<file path="config.mk">
export PLATFORM = sky130hd
export DESIGN_NAME = tpfr_front
export DESIGN_NICKNAME = d
export VERILOG_FILES = /design/src/rtl/core/text_page_framebuffer_renderer_top_assert.svh /design/src/rtl/core/tpfr_pkg.sv /design/src/rtl/core/tpfr_front.sv
export SDC_FILE = /design/constraint.sdc
export NUM_CORES = 1
export LEC_CHECK = 0
export ABC_AREA = 1
export BUFFER_PORTS_ARGS = -buffer_cell sky130_fd_sc_hd__clkbuf_2
export CAP_MARGIN = 40
export CORE_MARGIN = 3
export CORE_UTILIZATION = 50
export CTS_CLUSTER_DIAMETER = 200
export DETAILED_ROUTE_END_ITERATION = 7
export PLACE_DENSITY = 0.83
export SLEW_MARGIN = 20
export SYNTH_ARGS = -nofsm -noshare
export SYNTH_HDL_FRONTEND = slang
export SYNTH_SLANG_ARGS = --single-unit
</file>
<file path="constraint.sdc">
create_clock -name clk -period 8.45 [get_ports clk]
set_clock_uncertainty 0.1 [all_clocks]
set_input_delay 1.69 -clock clk [delete_from_list [all_inputs] [get_ports clk]]
set_output_delay 1.69 -clock clk [all_outputs]
set_load 0.05 [all_outputs]
</file>
<file path="src/rtl/core/text_page_framebuffer_renderer_top_assert.svh">
// Assertion macros used by the text renderer back end.
`ifndef TEXT_PAGE_FRAMEBUFFER_RENDERER_TOP_ASSERT_SVH
`define TEXT_PAGE_FRAMEBUFFER_RENDERER_TOP_ASSERT_SVH
`ifndef SYNTHESIS
// Check a property on every clock edge outside reset.
`define TPFR_ASSERT(label, prop, msg) \
	label: assert property (@(posedge clk) disable iff (!arst_n) prop) else $error(msg);
// Check that a condition never holds outside reset.
`define TPFR_NEVER(label, cond, msg) \
	label: assert property (@(posedge clk) disable iff (!arst_n) !(cond)) else $error(msg);
`else
`define TPFR_ASSERT(label, prop, msg)
`define TPFR_NEVER(label, cond, msg)
`endif
`endif

</file>
<file path="src/rtl/core/tpfr_pkg.sv">
// Shared types, codes and glyph tables of the text renderer.
package tpfr_pkg;

	localparam int DEF_WIDTH   = 128;
	localparam int DEF_PAGES   = 8;
	localparam int GLYPH_COLS  = 5;
	localparam int DRAW_STEPS  = GLYPH_COLS + 1;
	localparam int WORD_BYTES  = 8;
	localparam int CMD_BYTES   = 3;
	localparam int QUEUE_DEPTH = 2;

	localparam logic [1:0] OP_CLEAR = 2'd0;
	localparam logic [1:0] OP_DRAW  = 2'd1;
	localparam logic [1:0] OP_FLUSH = 2'd2;

	localparam logic KIND_CMD  = 1'b0;
	localparam logic KIND_DATA = 1'b1;

	localparam logic [7:0] CMD_PAGE_BASE = 8'hB0;
	localparam logic [7:0] CMD_COL_LOW   = 8'h02;
	localparam logic [7:0] CMD_COL_HIGH  = 8'h10;

	localparam logic [5:0] QMARK_GLYPH = 6'd8;

	typedef logic [0:GLYPH_COLS-1][7:0] glyph_t;

	typedef enum logic [1:0] {
		CMD_CLEAR = 2'd0,
		CMD_DRAW  = 2'd1,
		CMD_FLUSH = 2'd2
	} cmd_kind_t;

	typedef struct packed {
		cmd_kind_t  kind;
		logic [2:0] line;
		logic [7:0] column;
		glyph_t     glyph;
	} cmd_t;

	// Upper-case the code and map it to a glyph row; unknown codes map to '?'.
	function automatic logic [5:0] glyph_index(input logic [7:0] code);
		logic [7:0] up;
		logic [5:0] idx;
		up = (code >= 8'h61 && code <= 8'h7A) ? code - 8'h20 : code;
		unique case (up) inside
			8'h20:          idx = 6'd0;
			8'h21:          idx = 6'd1;
			8'h2E:          idx = 6'd2;
			8'h2F:          idx = 6'd3;
			8'h3A:          idx = 6'd4;
			8'h2D:          idx = 6'd5;
			8'h3E:          idx = 6'd6;
			8'h3C:          idx = 6'd7;
			8'h3F:          idx = QMARK_GLYPH;
			[8'h30:8'h39]:  idx = 6'(up - 8'h30) + 6'd9;
			[8'h41:8'h5A]:  idx = 6'(up - 8'h41) + 6'd19;
			default:        idx = QMARK_GLYPH;
		endcase
		return idx;
	endfunction

	// Glyph columns, leftmost column in element 0.
	function automatic glyph_t glyph_bits(input logic [5:0] idx);
		glyph_t g;
		unique case (idx)
			6'd0:  g = {8'h00, 8'h00, 8'h00, 8'h00, 8'h00};
			6'd1:  g = {8'h00, 8'h00, 8'h5F, 8'h00, 8'h00};
			6'd2:  g = {8'h00, 8'h60, 8'h60, 8'h00, 8'h00};
			6'd3:  g = {8'h20, 8'h10, 8'h08, 8'h04, 8'h02};
			6'd4:  g = {8'h00, 8'h36, 8'h36, 8'h00, 8'h00};
			6'd5:  g = {8'h08, 8'h08, 8'h08, 8'h08, 8'h08};
			6'd6:  g = {8'h41, 8'h22, 8'h14, 8'h08, 8'h00};
			6'd7:  g = {8'h08, 8'h14, 8'h22, 8'h41, 8'h00};
			6'd8:  g = {8'h02, 8'h01, 8'h51, 8'h09, 8'h06};
			6'd9:  g = {8'h3E, 8'h51, 8'h49, 8'h45, 8'h3E};
			6'd10: g = {8'h00, 8'h42, 8'h7F, 8'h40, 8'h00};
			6'd11: g = {8'h42, 8'h61, 8'h51, 8'h49, 8'h46};
			6'd12: g = {8'h21, 8'h41, 8'h45, 8'h4B, 8'h31};
			6'd13: g = {8'h18, 8'h14, 8'h12, 8'h7F, 8'h10};
			6'd14: g = {8'h27, 8'h45, 8'h45, 8'h45, 8'h39};
			6'd15: g = {8'h3C, 8'h4A, 8'h49, 8'h49, 8'h30};
			6'd16: g = {8'h01, 8'h71, 8'h09, 8'h05, 8'h03};
			6'd17: g = {8'h36, 8'h49, 8'h49, 8'h49, 8'h36};
			6'd18: g = {8'h06, 8'h49, 8'h49, 8'h29, 8'h1E};
			6'd19: g = {8'h7E, 8'h11, 8'h11, 8'h11, 8'h7E};
			6'd20: g = {8'h7F, 8'h49, 8'h49, 8'h49, 8'h36};
			6'd21: g = {8'h3E, 8'h41, 8'h41, 8'h41, 8'h22};
			6'd22: g = {8'h7F, 8'h41, 8'h41, 8'h22, 8'h1C};
			6'd23: g = {8'h7F, 8'h49, 8'h49, 8'h49, 8'h41};
			6'd24: g = {8'h7F, 8'h09, 8'h09, 8'h09, 8'h01};
			6'd25: g = {8'h3E, 8'h41, 8'h49, 8'h49, 8'h7A};
			6'd26: g = {8'h7F, 8'h08, 8'h08, 8'h08, 8'h7F};
			6'd27: g = {8'h00, 8'h41, 8'h7F, 8'h41, 8'h00};
			6'd28: g = {8'h20, 8'h40, 8'h41, 8'h3F, 8'h01};
			6'd29: g = {8'h7F, 8'h08, 8'h14, 8'h22, 8'h41};
			6'd30: g = {8'h7F, 8'h40, 8'h40, 8'h40, 8'h40};
			6'd31: g = {8'h7F, 8'h02, 8'h0C, 8'h02, 8'h7F};
			6'd32: g = {8'h7F, 8'h04, 8'h08, 8'h10, 8'h7F};
			6'd33: g = {8'h3E, 8'h41, 8'h41, 8'h41, 8'h3E};
			6'd34: g = {8'h7F, 8'h09, 8'h09, 8'h09, 8'h06};
			6'd35: g = {8'h3E, 8'h41, 8'h51, 8'h21, 8'h5E};
			6'd36: g = {8'h7F, 8'h09, 8'h19, 8'h29, 8'h46};
			6'd37: g = {8'h46, 8'h49, 8'h49, 8'h49, 8'h31};
			6'd38: g = {8'h01, 8'h01, 8'h7F, 8'h01, 8'h01};
			6'd39: g = {8'h3F, 8'h40, 8'h40, 8'h40, 8'h3F};
			6'd40: g = {8'h1F, 8'h20, 8'h40, 8'h20, 8'h1F};
			6'd41: g = {8'h3F, 8'h40, 8'h38, 8'h40, 8'h3F};
			6'd42: g = {8'h63, 8'h14, 8'h08, 8'h14, 8'h63};
			6'd43: g = {8'h07, 8'h08, 8'h70, 8'h08, 8'h07};
			6'd44: g = {8'h61, 8'h51, 8'h49, 8'h45, 8'h43};
			default: g = {8'h02, 8'h01, 8'h51, 8'h09, 8'h06};
		endcase
		return g;
	endfunction

endpackage

</file>
<file path="src/rtl/core/tpfr_front.sv">
// Front end: accept items, track the text cursor and emit commands for the back end.
module tpfr_front import tpfr_pkg::*; #(
	parameter int WIDTH = DEF_WIDTH,
	parameter int PAGES = DEF_PAGES
) (
	input  logic       clk,
	input  logic       arst_n,
	input  logic       hold,
	input  logic       queue_full,
	input  logic       item_valid,
	output logic       item_ready,
	input  logic [1:0] op,
	input  logic       first,
	input  logic [3:0] line,
	input  logic [7:0] start_column,
	input  logic [7:0] ch,
	input  logic [2:0] page,
	output logic       push_valid,
	output cmd_t       push_cmd
);

	logic [7:0] cursor_column_q;
	logic [2:0] cursor_line_q;
	logic       string_active_q;

	logic       accept;
	logic       new_ok;
	logic       active_eff;
	logic       fits;
	logic [2:0] line_eff;
	logic [7:0] col_eff;
	logic [8:0] col_end;

	assign item_ready = !hold && !queue_full;
	assign accept     = item_valid && item_ready;

	always_comb begin
		new_ok = (line < 4'(PAGES)) && (start_column < 8'(WIDTH));
		if (first) begin
			active_eff = new_ok;
			line_eff   = line[2:0];
			col_eff    = start_column;
		end else begin
			active_eff = string_active_q;
			line_eff   = cursor_line_q;
			col_eff    = cursor_column_q;
		end
		col_end = {1'b0, col_eff} + 9'(GLYPH_COLS);
		fits    = col_end < 9'(WIDTH);

		push_cmd.kind   = CMD_CLEAR;
		push_cmd.line   = line_eff;
		push_cmd.column = col_eff;
		push_cmd.glyph  = glyph_bits(glyph_index(ch));
		push_valid      = 1'b0;
		unique case (op)
			OP_CLEAR: begin
				push_valid = accept;
			end
			OP_DRAW: begin
				push_cmd.kind = CMD_DRAW;
				push_valid    = accept && active_eff && fits;
			end
			OP_FLUSH: begin
				push_cmd.kind = CMD_FLUSH;
				push_cmd.line = page;
				push_valid    = accept && ({1'b0, page} < 4'(PAGES));
			end
			default: begin
				push_valid = 1'b0;
			end
		endcase
	end

	// Glyph plus spacer always fit together, so the cursor advances by six.
	always_ff @(posedge clk or negedge arst_n) begin
		if (!arst_n) begin
			cursor_column_q <= '0;
			cursor_line_q   <= '0;
			string_active_q <= 1'b0;
		end else if (accept && op == OP_DRAW) begin
			if (active_eff && fits) begin
				cursor_line_q   <= line_eff;
				cursor_column_q <= col_end[7:0] + 8'd1;
				string_active_q <= 1'b1;
			end else begin
				string_active_q <= 1'b0;
				if (first && new_ok) begin
					cursor_line_q   <= line[2:0];
					cursor_column_q <= start_column;
				end
			end
		end
	end

endmodule

</file>
# Word-level counts from Yosys, hierarchy flattened
# Memories as Yosys holds them, arrays and structs flattened.
# Cells that the tools add are included.
totals:
  romBits: 2240
  input_bits: 31
  regBits: 12
  n_memories: 1
  out_inout_bits: 55
op_classes:
  add_sub_neg: 7
  n_eq_ne: 10
  mux: 13
  order_cmp: 9
  n_reduce_logical: 17
mem_list:
  columns: ["name", "words", "width", "read_ports", "rd_clocked_by_memory_dff", "wr", "line_no", "rtl"]
  rows:
  - ["(name not given)", 64, 35, 1, 0, 0, "tpfr_pkg.sv:65", "unique case (idx)"]
op_table:
  columns: ["cell", "n"]
  rows:
  - ["$eq 8x6->1 const B", 8]
  - ["$pmux 6 s10", 1]
  - ["$mux 8", 4]
  - ["$ge 8x7->1 const B", 2]
  - ["$le 8x7->1 const B", 2]
  - ["$mux 3", 4]
  - ["$logic_and 1x1->1", 11]
  - ["$add 8x3->9 const B", 1]
  - ["$lt 9x8->1 const B", 1]
  - ["$add 8x1->8 const B", 1]
  - ["$ge 8x6->1 const B", 1]
  - ["$le 8x6->1 const B", 1]
  - ["$lt 8x8->1 const B", 1]
  - ["$sub 8x6->8 const B", 1]
  - ["$add 6x4->6 const B", 1]
  - ["$add 6x5->6 const B", 1]
  - ["$sub 6x1->6 const B", 1]
  - ["$sub 6x6->6 const B", 1]
  - ["$lt 4x4->1 const B", 1]
  - ["$pmux 2 s2", 1]
  - ["$eq 2x1->1 const B", 1]
  - ["$eq 2x2->1 const B", 1]
  - ["$logic_not 1->1", 2]
  - ["$logic_not 2->1", 1]
  - ["other kinds (5)", 6]

# Logic depth before layout (Yosys ltp)
# An unclocked memory read counts as a cell.
logic_depth:
  word_depth: 7
  depth_mapped: 25
  mapped_depth_nobuf: 25

# Worst setup path before layout
# No wires, ideal clock.
synth_path:
  path_type: "input to output"
  from: "input port first"
  to: "output port push_valid"
  cell_stages: 13
  arrival_ns: 4.938
  slack_ns: 1.722
  required_time_ns: 6.660
  cell_sequence: "buf_2 -> o21ai_0 -> ha_1 -> nand2_1 -> nand2_1 -> nand2_1 -> nor2_1 -> nand3_1 -> xor2_1 -> o21ai_1 -> nor2_4 -> nand2_1 -> o21ai_0"
synth_lines:
  columns: ["element", "line_no", "rtl"]
  rows:
  - ["start: declaration", "tpfr_front.sv:13", "input logic first,"]
  - ["end: declaration", "tpfr_front.sv:18", "output logic push_valid,"]

==> out/metrics.yaml <==
cts.clk_slew.worst_paths_ps: 50
pin_count: 86
wire_per_inst_microns: 15.0
yosysWarnings: 0
slew_headroom_pct: 47.6
dieArea_sq_um: 8140
crit_fanout: 12
post_cts_buffers: 0
htree_num_levels: 1
cap_violations: 0
final_cell_mix: "228 x nand2_1, 97 x nand3_1, 80 x clkbuf_2"
first_pass_iters: 7
grt_antenna_before_repair: 0
avgSynthCellArea_sq_um: 5.46
vdd_drop_max_uv: 104
end_kind: "output port"
crit_buf_inv: 8
tightest_slew_ps: 783
yosysUniqueCellTypes: 38
hold_viol_final: 0
synth-seq-cells: 12
crit_arrival_ps: 5420
ant_nets: 0
cts_made_buffers: 3
cts_sinks: 12
path_class: "in -> out"
fmax_mhz: 139
crit_family: "simple AND/OR/NAND/NOR gates"
power_density_nw_per_um2: 174
top_layer_used: "met4"
postPlaceCellArea_sq_um: 3930
start_util_pct: 51.9
hp-class: "reg -> reg"
layout-drive-gt1-share_pct: 18.9
clockBufferDepth: 2
drt-initial-drc-count: 514
io_buffers: 80
cp_slowest_cell: "nor2_1"
drc: 0
synthXorXnorAreaFrac_pct: 3.46
grt-ovfl-total: 0
cp_cell_sequence: "clkbuf_2 > inv_1 > ha_1 > inv_1 > nor2_1 > nand3_1 > nand2_1 > inv_2 > nand3_2 > nand2_4 > inv_2 > nand2_1 > o21ai_1 > nand2_2 > nand3_1 > inv_1 > nor2_1 > buf_4 > o211ai_1 > nand3_1 > clkbuf_2"
grt_pass1_vias: 4168
die_h_microns: 90.2
worst_setup_path_start_kind: "input port"
power_uw: 694
rsz0062_at_grt: "no"
synth_top_area_share_pct: 24.1
cp.required_ps: 6660
final_common_cell: "nand2_1"
rows: 30
yosys.area_share.simple_pct: 54.8
vias: 4559
wl_met1_microns: 4780
synth_top_family_by_area: "simple AND/OR/NAND/NOR gates"
max_stage_delay_ps: 700
drt-total-wl_microns: 12100
muxShareOfSynthArea_pct: 0
finalCritPeriodShare_pct: 85.3
power_leakage_uw: 0.00229
final_nets: 769
cts_tree: "done"
met2WireLength_microns: 5570
ctsHoldBuffers: 0
grt_pass1_wl_microns: 20000
yosysTopAreaCell: "nand2_1"
root_buffer: "clkbuf_8"
pre_cts_slack_ps: 1350
fin_tns_setup_ps: 0
netlist_instances: 650
syn_to_final_growth_pct: 12.2
grt_max_degree: 46
cts_resized: 0
post-route-min-period_ps: 7210
status: "finished, final reports clean"
syn_area_sq_um: 3550
wl_met3_microns: 1020
ys_seq_area_share_pct: 8.47
timing.final.ws_setup_ps: 1240
setup_viol: 0
final_area_sq_um: 3980
synth_compound_area_share_pct: 12.4
synth_fa_ha_area_share_pct: 8.47
track_usage_pct: 29.1
drv_slew: 0
antenna_cells: 0
insertion_delay_ps: 240
gp_congestion: 1.20
die_width_microns: 90.2
ys_top_cells_by_area: "nand2_1 24%, nand3_1 14%, dfrtp_1 8.5%, ha_1 8.5%, inv_1 5.8%"
hpwl_microns: 9710
routed_via_density: 5.64
fp.coreArea_sq_um: 6830
-- worst paths after layout --
check,startpoint,end,slack (ps),depth (start not counted)
max in group asynchronous,arst_n,cursor_column_q[2],6790,1
setup / recovery,ch[1],push_cmd[32],1240,21
hold reg to reg,cursor_column_q[5],cursor_column_q[5],440,2
hold / removal,cursor_column_q[5],cursor_column_q[5],440,2
min in group asynchronous,arst_n,cursor_column_q[7],1230,1
setup reg to reg,cursor_column_q[1],cursor_column_q[7],5130,15
-- cell families (layout without fill, tap and decap cells) --
family	after synthesis	count (layout)
AO/OA/AOI/OAI	77	77
flip-flops	12	12
other	1	5
adder cells (fa/ha/maj)	24	24
AND/OR/NAND/NOR	427	427
XOR/XNOR	14	14
buffers and inverters	95	154
-- metrics by stage --
stage,instances,hold slack [ps],utilization [%]
2_1_floorplan,654,389,-
3_3_place_gp,805,407,57.5
3_5_place_dp,805,422,57.5
4_1_cts,809,433,58.3
5_1_grt,809,482,58.3
6_report,809,435,58.3
-- registers in the layout, summed over array words and instances (netlist names) --
| name | count |
|---|---|
| cursor_line_q | 3 |
| string_active_q | 1 |
| cursor_column_q | 8 |
-- per-layer routing --
metal | vias up | global-route usage [%]
li1 | 2220 | -
met1 | 1991 | 36.7
met2 | 281 | 48.4
met3 | 67 | 2.85
met4 | 0 | 16.3
met5 | - | 0
-- Yosys cell counts --
master / instances
a31oi_1: 10
nand3b_1: 4
nand2_4: 1
nor2_4: 5
a211o_1: 1
nor3b_1: 1
xor2_1: 12
nor2_1: 52
o31ai_1: 1
nand3_4: 3
o21ai_1: 9
nand2_1: 228
xnor2_1: 2
inv_2: 10
a21boi_0: 1
inv_1: 55
buf_2: 17
a21oi_2: 2
or2_2: 2
dfrtp_1: 12
nor3_1: 5
nand3_2: 7
o211ai_1: 8
ha_1: 24
nand2_2: 8
nand3_1: 97
conb_1: 1
a21oi_1: 13
o21ai_0: 30
buf_4: 8
buf_6: 4
nand4_1: 4
nor3_2: 1
clkbuf_1: 1
o22ai_1: 1
nor2_2: 6
o21ai_2: 1
or2_1: 3
-- worst min-delay path, cell delays in order (launching register included) --
cell     delay (ps)
dfrtp_1         350
nor2_1           50
a21oi_1         100
-- cell type report --
| cell class | count | area [sq um] |
|---|---|---|
| Clock buffer | 4 | 55.1 |
| Multi-Input combinational cell | 547 | 2820 |
| Fill cell | 716 | 2850 |
| Timing Repair Buffer | 85 | 438 |
| Sequential cell | 12 | 300 |
| Tap cell | 96 | 120 |
| Inverter | 65 | 244 |
-- report_power, final --
group / internal, uW / switching (uW)
clock: 41.2 / 22.5
sequential: 74.7 / 8.28
combinational: 131 / 417
total: 247 / 447
No activity file was read; power rests on OpenSTA's default activity.
