===== config.mk =====
export PLATFORM = sky130hd
export DESIGN_NAME = tpfr_queue
export DESIGN_NICKNAME = d
export VERILOG_FILES = /design/src/rtl/core/text_page_framebuffer_renderer_top_assert.svh /design/src/rtl/core/tpfr_pkg.sv /design/src/rtl/core/tpfr_queue.sv
export SDC_FILE = /design/constraint.sdc
export NUM_CORES = 1
export LEC_CHECK = 0
export BUFFER_PORTS_ARGS = -buffer_cell sky130_fd_sc_hd__buf_2
export CORE_ASPECT_RATIO = 0.8
export CORE_MARGIN = 2
export CORE_UTILIZATION = 49
export CTS_CLUSTER_DIAMETER = 200
export DETAILED_ROUTE_END_ITERATION = 8
export GPL_ROUTABILITY_DRIVEN = 1
export PLACE_DENSITY = 0.74
export SETUP_SLACK_MARGIN = 0.4
export SLEW_MARGIN = 20
export SYNTH_ARGS = -nofsm -noshare
export SYNTH_HDL_FRONTEND = slang
export SYNTH_SLANG_ARGS = --single-unit
export TNS_END_PERCENT = 50

===== constraint.sdc =====
create_clock -name clk -period 8.6 [get_ports clk]
set_input_delay 0.43 -clock clk [delete_from_list [all_inputs] [get_ports clk]]
set_output_delay 0.43 -clock clk [all_outputs]
set_load 0.1 [all_outputs]

===== src/rtl/core/text_page_framebuffer_renderer_top_assert.svh =====
// Assertion macros used by the text renderer back end.
`ifndef TEXT_PAGE_FRAMEBUFFER_RENDERER_TOP_ASSERT_SVH
`define TEXT_PAGE_FRAMEBUFFER_RENDERER_TOP_ASSERT_SVH
`ifndef SYNTHESIS
// Check a property on every clock edge outside reset.
`define TPFR_ASSERT(label, prop, msg) \
	label: assert property (@(posedge clk) disable iff (!arst_n) prop) else $error(msg);
// Check that a condition never holds outside reset.
`define TPFR_NEVER(label, cond, msg) \
	label: assert property (@(posedge clk) disable iff (!arst_n) !(cond)) else $error(msg);
`else
`define TPFR_ASSERT(label, prop, msg)
`define TPFR_NEVER(label, cond, msg)
`endif
`endif


===== src/rtl/core/tpfr_pkg.sv =====
// Shared types, codes and glyph tables of the text renderer.
package tpfr_pkg;

	localparam int DEF_WIDTH   = 128;
	localparam int DEF_PAGES   = 8;
	localparam int GLYPH_COLS  = 5;
	localparam int DRAW_STEPS  = GLYPH_COLS + 1;
	localparam int WORD_BYTES  = 8;
	localparam int CMD_BYTES   = 3;
	localparam int QUEUE_DEPTH = 2;

	localparam logic [1:0] OP_CLEAR = 2'd0;
	localparam logic [1:0] OP_DRAW  = 2'd1;
	localparam logic [1:0] OP_FLUSH = 2'd2;

	localparam logic KIND_CMD  = 1'b0;
	localparam logic KIND_DATA = 1'b1;

	localparam logic [7:0] CMD_PAGE_BASE = 8'hB0;
	localparam logic [7:0] CMD_COL_LOW   = 8'h02;
	localparam logic [7:0] CMD_COL_HIGH  = 8'h10;

	localparam logic [5:0] QMARK_GLYPH = 6'd8;

	typedef logic [0:GLYPH_COLS-1][7:0] glyph_t;

	typedef enum logic [1:0] {
		CMD_CLEAR = 2'd0,
		CMD_DRAW  = 2'd1,
		CMD_FLUSH = 2'd2
	} cmd_kind_t;

	typedef struct packed {
		cmd_kind_t  kind;
		logic [2:0] line;
		logic [7:0] column;
		glyph_t     glyph;
	} cmd_t;

	// Upper-case the code and map it to a glyph row; unknown codes map to '?'.
	function automatic logic [5:0] glyph_index(input logic [7:0] code);
		logic [7:0] up;
		logic [5:0] idx;
		up = (code >= 8'h61 && code <= 8'h7A) ? code - 8'h20 : code;
		unique case (up) inside
			8'h20:          idx = 6'd0;
			8'h21:          idx = 6'd1;
			8'h2E:          idx = 6'd2;
			8'h2F:          idx = 6'd3;
			8'h3A:          idx = 6'd4;
			8'h2D:          idx = 6'd5;
			8'h3E:          idx = 6'd6;
			8'h3C:          idx = 6'd7;
			8'h3F:          idx = QMARK_GLYPH;
			[8'h30:8'h39]:  idx = 6'(up - 8'h30) + 6'd9;
			[8'h41:8'h5A]:  idx = 6'(up - 8'h41) + 6'd19;
			default:        idx = QMARK_GLYPH;
		endcase
		return idx;
	endfunction

	// Glyph columns, leftmost column in element 0.
	function automatic glyph_t glyph_bits(input logic [5:0] idx);
		glyph_t g;
		unique case (idx)
			6'd0:  g = {8'h00, 8'h00, 8'h00, 8'h00, 8'h00};
			6'd1:  g = {8'h00, 8'h00, 8'h5F, 8'h00, 8'h00};
			6'd2:  g = {8'h00, 8'h60, 8'h60, 8'h00, 8'h00};
			6'd3:  g = {8'h20, 8'h10, 8'h08, 8'h04, 8'h02};
			6'd4:  g = {8'h00, 8'h36, 8'h36, 8'h00, 8'h00};
			6'd5:  g = {8'h08, 8'h08, 8'h08, 8'h08, 8'h08};
			6'd6:  g = {8'h41, 8'h22, 8'h14, 8'h08, 8'h00};
			6'd7:  g = {8'h08, 8'h14, 8'h22, 8'h41, 8'h00};
			6'd8:  g = {8'h02, 8'h01, 8'h51, 8'h09, 8'h06};
			6'd9:  g = {8'h3E, 8'h51, 8'h49, 8'h45, 8'h3E};
			6'd10: g = {8'h00, 8'h42, 8'h7F, 8'h40, 8'h00};
			6'd11: g = {8'h42, 8'h61, 8'h51, 8'h49, 8'h46};
			6'd12: g = {8'h21, 8'h41, 8'h45, 8'h4B, 8'h31};
			6'd13: g = {8'h18, 8'h14, 8'h12, 8'h7F, 8'h10};
			6'd14: g = {8'h27, 8'h45, 8'h45, 8'h45, 8'h39};
			6'd15: g = {8'h3C, 8'h4A, 8'h49, 8'h49, 8'h30};
			6'd16: g = {8'h01, 8'h71, 8'h09, 8'h05, 8'h03};
			6'd17: g = {8'h36, 8'h49, 8'h49, 8'h49, 8'h36};
			6'd18: g = {8'h06, 8'h49, 8'h49, 8'h29, 8'h1E};
			6'd19: g = {8'h7E, 8'h11, 8'h11, 8'h11, 8'h7E};
			6'd20: g = {8'h7F, 8'h49, 8'h49, 8'h49, 8'h36};
			6'd21: g = {8'h3E, 8'h41, 8'h41, 8'h41, 8'h22};
			6'd22: g = {8'h7F, 8'h41, 8'h41, 8'h22, 8'h1C};
			6'd23: g = {8'h7F, 8'h49, 8'h49, 8'h49, 8'h41};
			6'd24: g = {8'h7F, 8'h09, 8'h09, 8'h09, 8'h01};
			6'd25: g = {8'h3E, 8'h41, 8'h49, 8'h49, 8'h7A};
			6'd26: g = {8'h7F, 8'h08, 8'h08, 8'h08, 8'h7F};
			6'd27: g = {8'h00, 8'h41, 8'h7F, 8'h41, 8'h00};
			6'd28: g = {8'h20, 8'h40, 8'h41, 8'h3F, 8'h01};
			6'd29: g = {8'h7F, 8'h08, 8'h14, 8'h22, 8'h41};
			6'd30: g = {8'h7F, 8'h40, 8'h40, 8'h40, 8'h40};
			6'd31: g = {8'h7F, 8'h02, 8'h0C, 8'h02, 8'h7F};
			6'd32: g = {8'h7F, 8'h04, 8'h08, 8'h10, 8'h7F};
			6'd33: g = {8'h3E, 8'h41, 8'h41, 8'h41, 8'h3E};
			6'd34: g = {8'h7F, 8'h09, 8'h09, 8'h09, 8'h06};
			6'd35: g = {8'h3E, 8'h41, 8'h51, 8'h21, 8'h5E};
			6'd36: g = {8'h7F, 8'h09, 8'h19, 8'h29, 8'h46};
			6'd37: g = {8'h46, 8'h49, 8'h49, 8'h49, 8'h31};
			6'd38: g = {8'h01, 8'h01, 8'h7F, 8'h01, 8'h01};
			6'd39: g = {8'h3F, 8'h40, 8'h40, 8'h40, 8'h3F};
			6'd40: g = {8'h1F, 8'h20, 8'h40, 8'h20, 8'h1F};
			6'd41: g = {8'h3F, 8'h40, 8'h38, 8'h40, 8'h3F};
			6'd42: g = {8'h63, 8'h14, 8'h08, 8'h14, 8'h63};
			6'd43: g = {8'h07, 8'h08, 8'h70, 8'h08, 8'h07};
			6'd44: g = {8'h61, 8'h51, 8'h49, 8'h45, 8'h43};
			default: g = {8'h02, 8'h01, 8'h51, 8'h09, 8'h06};
		endcase
		return g;
	endfunction

endpackage


===== src/rtl/core/tpfr_queue.sv =====
// Short command queue between the front and back ends.
module tpfr_queue import tpfr_pkg::*; (
	input  logic clk,
	input  logic arst_n,
	input  logic push_valid,
	input  cmd_t push_cmd,
	output logic full,
	output logic pop_valid,
	output cmd_t pop_cmd,
	input  logic pop
);

	localparam int PW = (QUEUE_DEPTH > 1) ? $clog2(QUEUE_DEPTH) : 1;
	localparam int CW = $clog2(QUEUE_DEPTH + 1);

	cmd_t          entry_q [QUEUE_DEPTH];
	logic [PW-1:0] wr_ptr_q;
	logic [PW-1:0] rd_ptr_q;
	logic [CW-1:0] count_q;

	function automatic logic [PW-1:0] next_ptr(input logic [PW-1:0] p);
		return (p == PW'(QUEUE_DEPTH - 1)) ? '0 : p + 1'b1;
	endfunction

	assign full      = (count_q == CW'(QUEUE_DEPTH));
	assign pop_valid = (count_q != '0);
	assign pop_cmd   = entry_q[rd_ptr_q];

	always_ff @(posedge clk) begin
		if (push_valid) begin
			entry_q[wr_ptr_q] <= push_cmd;
		end
	end

	always_ff @(posedge clk or negedge arst_n) begin
		if (!arst_n) begin
			wr_ptr_q <= '0;
			rd_ptr_q <= '0;
			count_q  <= '0;
		end else begin
			if (push_valid) begin
				wr_ptr_q <= next_ptr(wr_ptr_q);
			end
			if (pop) begin
				rd_ptr_q <= next_ptr(rd_ptr_q);
			end
			if (push_valid && !pop) begin
				count_q <= count_q + 1'b1;
			end else if (pop && !push_valid) begin
				count_q <= count_q - 1'b1;
			end
		end
	end

endmodule


Word level (Yosys, flattened, before mapping)

Memories as Yosys holds them, arrays and structs flattened.
Index checks and enable logic that the tools add are counted.

Register bits after elaboration: 4
RAM bits: 106
Output and inout bits: 55
Logic and storage cells: 21
Memories: 1

$add $sub $neg: 4
Equal/unequal tests: 1
Multiplexer cells: 6
Reduce and logical (&&, ||, !) cells: 6

Memories:

| name    | depth | bits a word | read ports | clocked after Yosys merged registers in | wr ports | line             | RTL |
|---|---|---|---|---|---|---|---|
| entry_q | 2     | 53          | 1          | 0                                       | 1        | tpfr_queue.sv:16 | `cmd_t entry_q [QUEUE_DEPTH];` |

Operators with widths:

| kind                  | count |
|---|---|
| $mux W1               | 4 |
| $mux W2               | 2 |
| $reduce_bool A2 Y1    | 2 |
| $add A1 B1 Y1 const B | 2 |
| $add A2 B1 Y2 const B | 1 |
| $eq A2 B2 Y1 const B  | 1 |
| $logic_and A1 B1 Y1   | 2 |
| $logic_not A1 Y1      | 2 |
| $sub A2 B1 Y2 const B | 1 |

Longest topological paths before layout

Gate-level depths: netlist (run 1).

Word-level depth: 4
Gate-level depth with buffers: 5
Depth with buffers taken out: 5

Least setup slack after synthesis (run 1)

OpenSTA, ideal clock, no wires.

Path type: input to register
Start: input port push_valid
End: memory entry_q[0][0] (netlist bit), enable pin
Setup time: 0.470 ns
Data arrival time: 2.775 ns
Data required time: 8.130 ns
Setup slack: 5.355 ns
Cell stages on the path: 1
Path buffers: 0
Path through: nor2b_1

Longest elaborated chain between the ends: 2

Ends and longest elaborated chain:

| what                          | line             | RTL |
|---|---|---|
| start: declaration            | tpfr_queue.sv:5  | `input logic push_valid,` |
| $mux W1                       | tpfr_queue.sv:30 | `if (push_valid) begin` |
| $mux W1 (implied by the code) | tpfr_queue.sv:31 | `entry_q[wr_ptr_q] <= push_cmd;` |
| end: declaration              | tpfr_queue.sv:16 |  |

No other way between the ends.

==> results of run 1 <==
## final timing paths
path | start | to | depth (start not counted)
max | rd_ptr_q | pop_cmd[32] | 2
min | pop | rd_ptr_q | 2
max reg2reg | wr_ptr_q | entry_q[0][41] | 2
min reg2reg | count_q[1] | count_q[1] | 1
max in group asynchronous | arst_n | rd_ptr_q | 2
min in group asynchronous | arst_n | rd_ptr_q | 2
## registers in the layout (all words and copies together), names as in the netlist
name and cells:
count_q 2, entry_q 106, rd_ptr_q 1, wr_ptr_q 1
## cells in the mapped netlist, drive strengths merged
master  number
edfxtp     106
mux2        53
buf          6
dfrtp        4
xor2         4
nor2b        2
and2         1
ha           1
inv          1
nor2         1
or2          1
xnor2        1
## critical path, cell delays in order (launching register included)
cell and delay, ps:
dfrtp_4 1100, mux2_2 320, buf_2 430
## metrics by stage
step | utilization | worst slack, ps
6_report | 0.6010 | 5953
5_1_grt | 0.6010 | 5849
4_1_cts | 0.6010 | 5895
3_5_place_dp | 0.5748 | 6303
3_3_place_gp | 0.5748 | 6317
2_1_floorplan | - | 5355
## final cells by class
class | count | share of cell area
Sequential cell | 110 | 0.6447
Multi-Input combinational cell | 64 | 0.1715
Timing Repair Buffer | 114 | 0.1139
Tap cell | 112 | 0.02748
Clock buffer | 9 | 0.02429
Clock inverter | 7 | 0.01742
Inverter | 1 | 0.0007362
## kinds of logic (layout without fill, tap and decap cells)
group,after synthesis,in the layout,share of synthesized area
multiplexers,53,53,0.1831
AND/OR/NAND/NOR,5,5,0.006749
buffers and inverters,7,131,0.02700
flip-flops,110,110,0.7700
adder cells (fa/ha/maj),1,1,0.002934
XOR/XNOR,5,5,0.01027
## metal layers
layer / global-route usage / up-vias
met1: 0.1772 / 982
met2: 0.2396 / 85
met4: 0.04196 / 0
met5: 0 / -
li1: - / 944
met3: 0.06058 / 7
## repair_timing
action                     CTS  global route
buffers inserted             0             0
setup endpoints to repair    0             0
hold buffers                 1             0
hold endpoints to repair     4             0
==> impl_metrics.tcl, run 1 <==
set metrics [dict create \
    status "finished, final reports clean" \
    overflow 0 \
    worst_pin_slew_ps 984.9 \
    die_x_um 108.3 \
    wl_per_cell_um 16.29 \
    final_cells 417 \
    dpl.cell_count 400 \
    rows 30 \
    ys_seq_area_frac 0.7700 \
    synth-seq-cells 110 \
    cts_tree "done" \
    drtIter0Drc 60 \
    wl_met1_mm 2.823 \
    cts.clk_slew.worst_paths_ps 100 \
    grt_pass1_vias 2055 \
    core_area_sq_mm 0.008483 \
    fin_tns_setup_ps 0 \
    slew_violations 0 \
    path_max_fanout 54 \
    antenna_found_initial 0 \
    port_buffers 111 \
    place_area_sq_mm 0.004876 \
    grtUsageTotal 0.1452 \
    cts_root_buffer "clkbuf_8" \
    skew_ps 8.146 \
    syn_area_sq_mm 0.004264 \
    seq_area_sq_mm 0.003287 \
    routed-via-count 2018 \
    grt_max_degree 55 \
    dieArea_sq_mm 0.009469 \
    synth_nets 239 \
    yosys_warnings 0 \
    synth_cell_types 14 \
    max-slew-margin-rel 0.3434 \
    multi_input_area_sq_um 874.6 \
    syn_to_final_growth_pct 19.57 \
    yosysTopAreaCell "edfxtp_1" \
    dp_hpwl_mm 4.359 \
    via_per_inst 4.839 \
    whs_ps 254.4 \
    worstPathRequired_ps 8170 \
    drive_gt1_frac 0.6033 \
    finalCritPeriodShare 0.3078 \
    cts_resized 0 \
    finalWirelength_mm 6.794 \
    finalSetupViolations 0 \
    max_freq_ghz 0.3778 \
    globalplace.congestion 0.7140 \
    fillers 652 \
    synthTopCellsByArea "edfxtp_1, mux2_4, buf_12, dfrtp_1, mux2_2" \
    numCtsBuffers 9 \
    cp.arrival_ps 2220 \
    r2r_slack_ps 6700 \
    layout_common_cells "buf_2, edfxtp_1, mux2_4" \
    fin_area_sq_mm 0.005099 \
    crit_type "reg -> out" \
    synth_top_area_frac 0.7465 \
    syn_avg_cell_area_sq_um 23.56 \
    hold_path.class "in -> reg" \
    nets 358 \
    top_layer "met4" \
    initial_core_util 0.5027 \
    cts_sinks 110 \
    layout_commonest_cell "buf_2" \
    clock_path_buffers 2 \
    clock_latency_ps 350 \
    drt_drc_violations_left 0 \
    startpoint_type "flip-flop" \
    synthCells 181 \
    antenna_cells 0 \
    maxCapViolCount 0 \
    drtAntennaViolNets 0 \
    num_io_pins 112 \
    htree_levels 3 \
    rsz0062_at_grt "no" \
    wl_met2_mm 3.296 \
    met3_length_um 611 \
    grt_pass1_wl_mm 10.02 \
    die_y_um 87.44 \
    drt_first_pass_iters 4 \
    finalCriticalPeriod_ps 2647 \
    crit_path_end_kind "primary output" \
    hold_viol_final 0 \
]
Power of run 1 is not shown: default switching activity piles up to over one toggle a cycle in this logic, so the estimate is an artifact.
==> run 2: changes to the inputs <==
==> constraint.sdc (replaced) <==
create_clock -name clk -period 2.8 [get_ports clk]
set_input_delay 0.14 -clock clk [delete_from_list [all_inputs] [get_ports clk]]
set_output_delay 0.14 -clock clk [all_outputs]
set_load 0.1 [all_outputs]
==> impl_metrics.tcl, run 2 (synthesis results as in run 1) <==
set metrics [dict create \
    status "finished, final reports clean" \
    fillers 608 \
    layout_commonest_cell "buf_2" \
    finalSetupViolations 0 \
    r2r-end "entry_q[1][28]" \
    finalCriticalPeriod_ps 2235 \
    die_y_um 87.44 \
    core_area_sq_mm 0.008483 \
    crit_family "flip-flops" \
    cp-endpoint "pop_cmd[32]" \
    rows 30 \
    reg2reg_depth 2 \
    cts_root_buffer "clkbuf_8" \
    clock_latency_ps 350 \
    cts.clk_slew.worst_paths_ps 100 \
    max-slew-margin-rel 0.5555 \
    rr_startpoint "wr_ptr_q" \
    wl_per_cell_um 15.70 \
    drtIter0Drc 85 \
    hold_path.class "in -> async" \
    grtUsageTotal 0.1641 \
    grt_max_degree 29 \
    hold_viol_final 0 \
    worst_pin_slew_ps 666.7 \
    grt_pass1_wl_mm 11.59 \
    critical_path_buf_inv_count 2 \
    overflow 0 \
    htree_levels 3 \
    numCtsBuffers 9 \
    reg_top3 "entry_q x106, count_q x2" \
    drtAntennaViolNets 0 \
    maxCapViolCount 0 \
    slew_violations 0 \
    drt_drc_violations_left 0 \
    clock_path_buffers 2 \
    r2r_slack_ps 1090 \
    crit_chain "buf_12 > mux2_2 > buf_2" \
    cp.arrival_ps 2090 \
    critPathLaunch "rd_ptr_q" \
    initial_core_util 0.5027 \
    routed-via-count 2262 \
    largest_reg_flops 106 \
    via_per_inst 4.762 \
    die_x_um 108.3 \
    worstPathRequired_ps 2660 \
    antenna_found_initial 0 \
    dieArea_sq_mm 0.009469 \
    port_buffers 111 \
    cts_post_setup_buffers_inserted 0 \
    drt_first_pass_iters 4 \
    num_io_pins 112 \
    crit_path_end_kind "primary output" \
    post-route-util 0.6647 \
    nets 416 \
    critPathMaxStageDelay_ps 760 \
    skew_ps 9.599 \
    max_freq_ghz 0.4475 \
    cts_sinks 110 \
    grt_pass1_vias 2453 \
    drive_gt1_frac 0.5124 \
    crit_slowest_cell "dfrtp_4" \
    finalWirelength_mm 7.459 \
    antenna_cells 0 \
    crit_cells 3 \
    syn_to_final_growth_pct 32.25 \
    cts_tree "done" \
    path_max_fanout 28 \
    startpoint_type "flip-flop" \
    globalplace.congestion 0.6901 \
    largest_register "entry_q" \
    fin_tns_setup_ps 0 \
    finalCritPeriodShare 0.7982 \
    rsz0062_at_grt "no" \
    crit_type "reg -> out" \
    layout_common_cells "buf_2, edfxtp_1, dlygate4sd3_1" \
]
-- run 2: cell type report --
| type | count | area [sq um] | area share |
|---|---|---|---|
| timing repair buffer | 172 | 1166 | 0.2068 |
| inverter | 1 | 3.754 | 0.0006656 |
| clock inverter | 5 | 36.28 | 0.006434 |
| sequential | 110 | 3287 | 0.5829 |
| clock buffer | 11 | 131.4 | 0.02330 |
| multi-input combinational | 64 | 874.6 | 0.1551 |
| tap | 112 | 140.1 | 0.02485 |
-- run 2: how the worst min path moves through the flow --
stage            from          to  slack (ps)  cells past startpoint
2_1_floorplan  arst_n  count_q[0]        -160                      0
3_3_place_gp   arst_n  count_q[1]         -50                      1
3_5_place_dp   arst_n  count_q[0]         -40                      1
4_1_cts        arst_n  count_q[0]         100                      2
5_1_grt        arst_n  count_q[0]         130                      2
6_report       arst_n  count_q[0]         130                      2
-- run 2: layer usage --
layer / global-route usage / vias to the layer above / part of all wire
met2: 0.3025 / 85 / 0.52
met4: 0.04079 / 0 / 0.0048
li1: - / 1059 / -
met5: 0 / - / 0
met3: 0.05610 / 5 / 0.075
met1: 0.1834 / 1113 / 0.40
-- run 2: metrics by stage --
stage | cells | instance area (sq um) | hold slack [ps] | worst slack [ps]
after floorplan | 181 | 4267 | -155.6 | 586.3
after global placement | 403 | 4911 | -46.85 | 935.3
after detailed placement | 403 | 4911 | -44.38 | 925.6
after CTS | 475 | 5639 | 97.40 | 531.3
final | 475 | 5639 | 132.8 | 565.2
after global routing | 475 | 5639 | 126.8 | 456.7
-- run 2: repair_timing --
action | in CTS | in global routing
hold buffers | 56 | 0
endpoints found under the hold margin | 112 | 0
endpoints found under the setup margin | 0 | 0
resized for setup | 0 | 0
Power of run 2 is left out for the same reason.
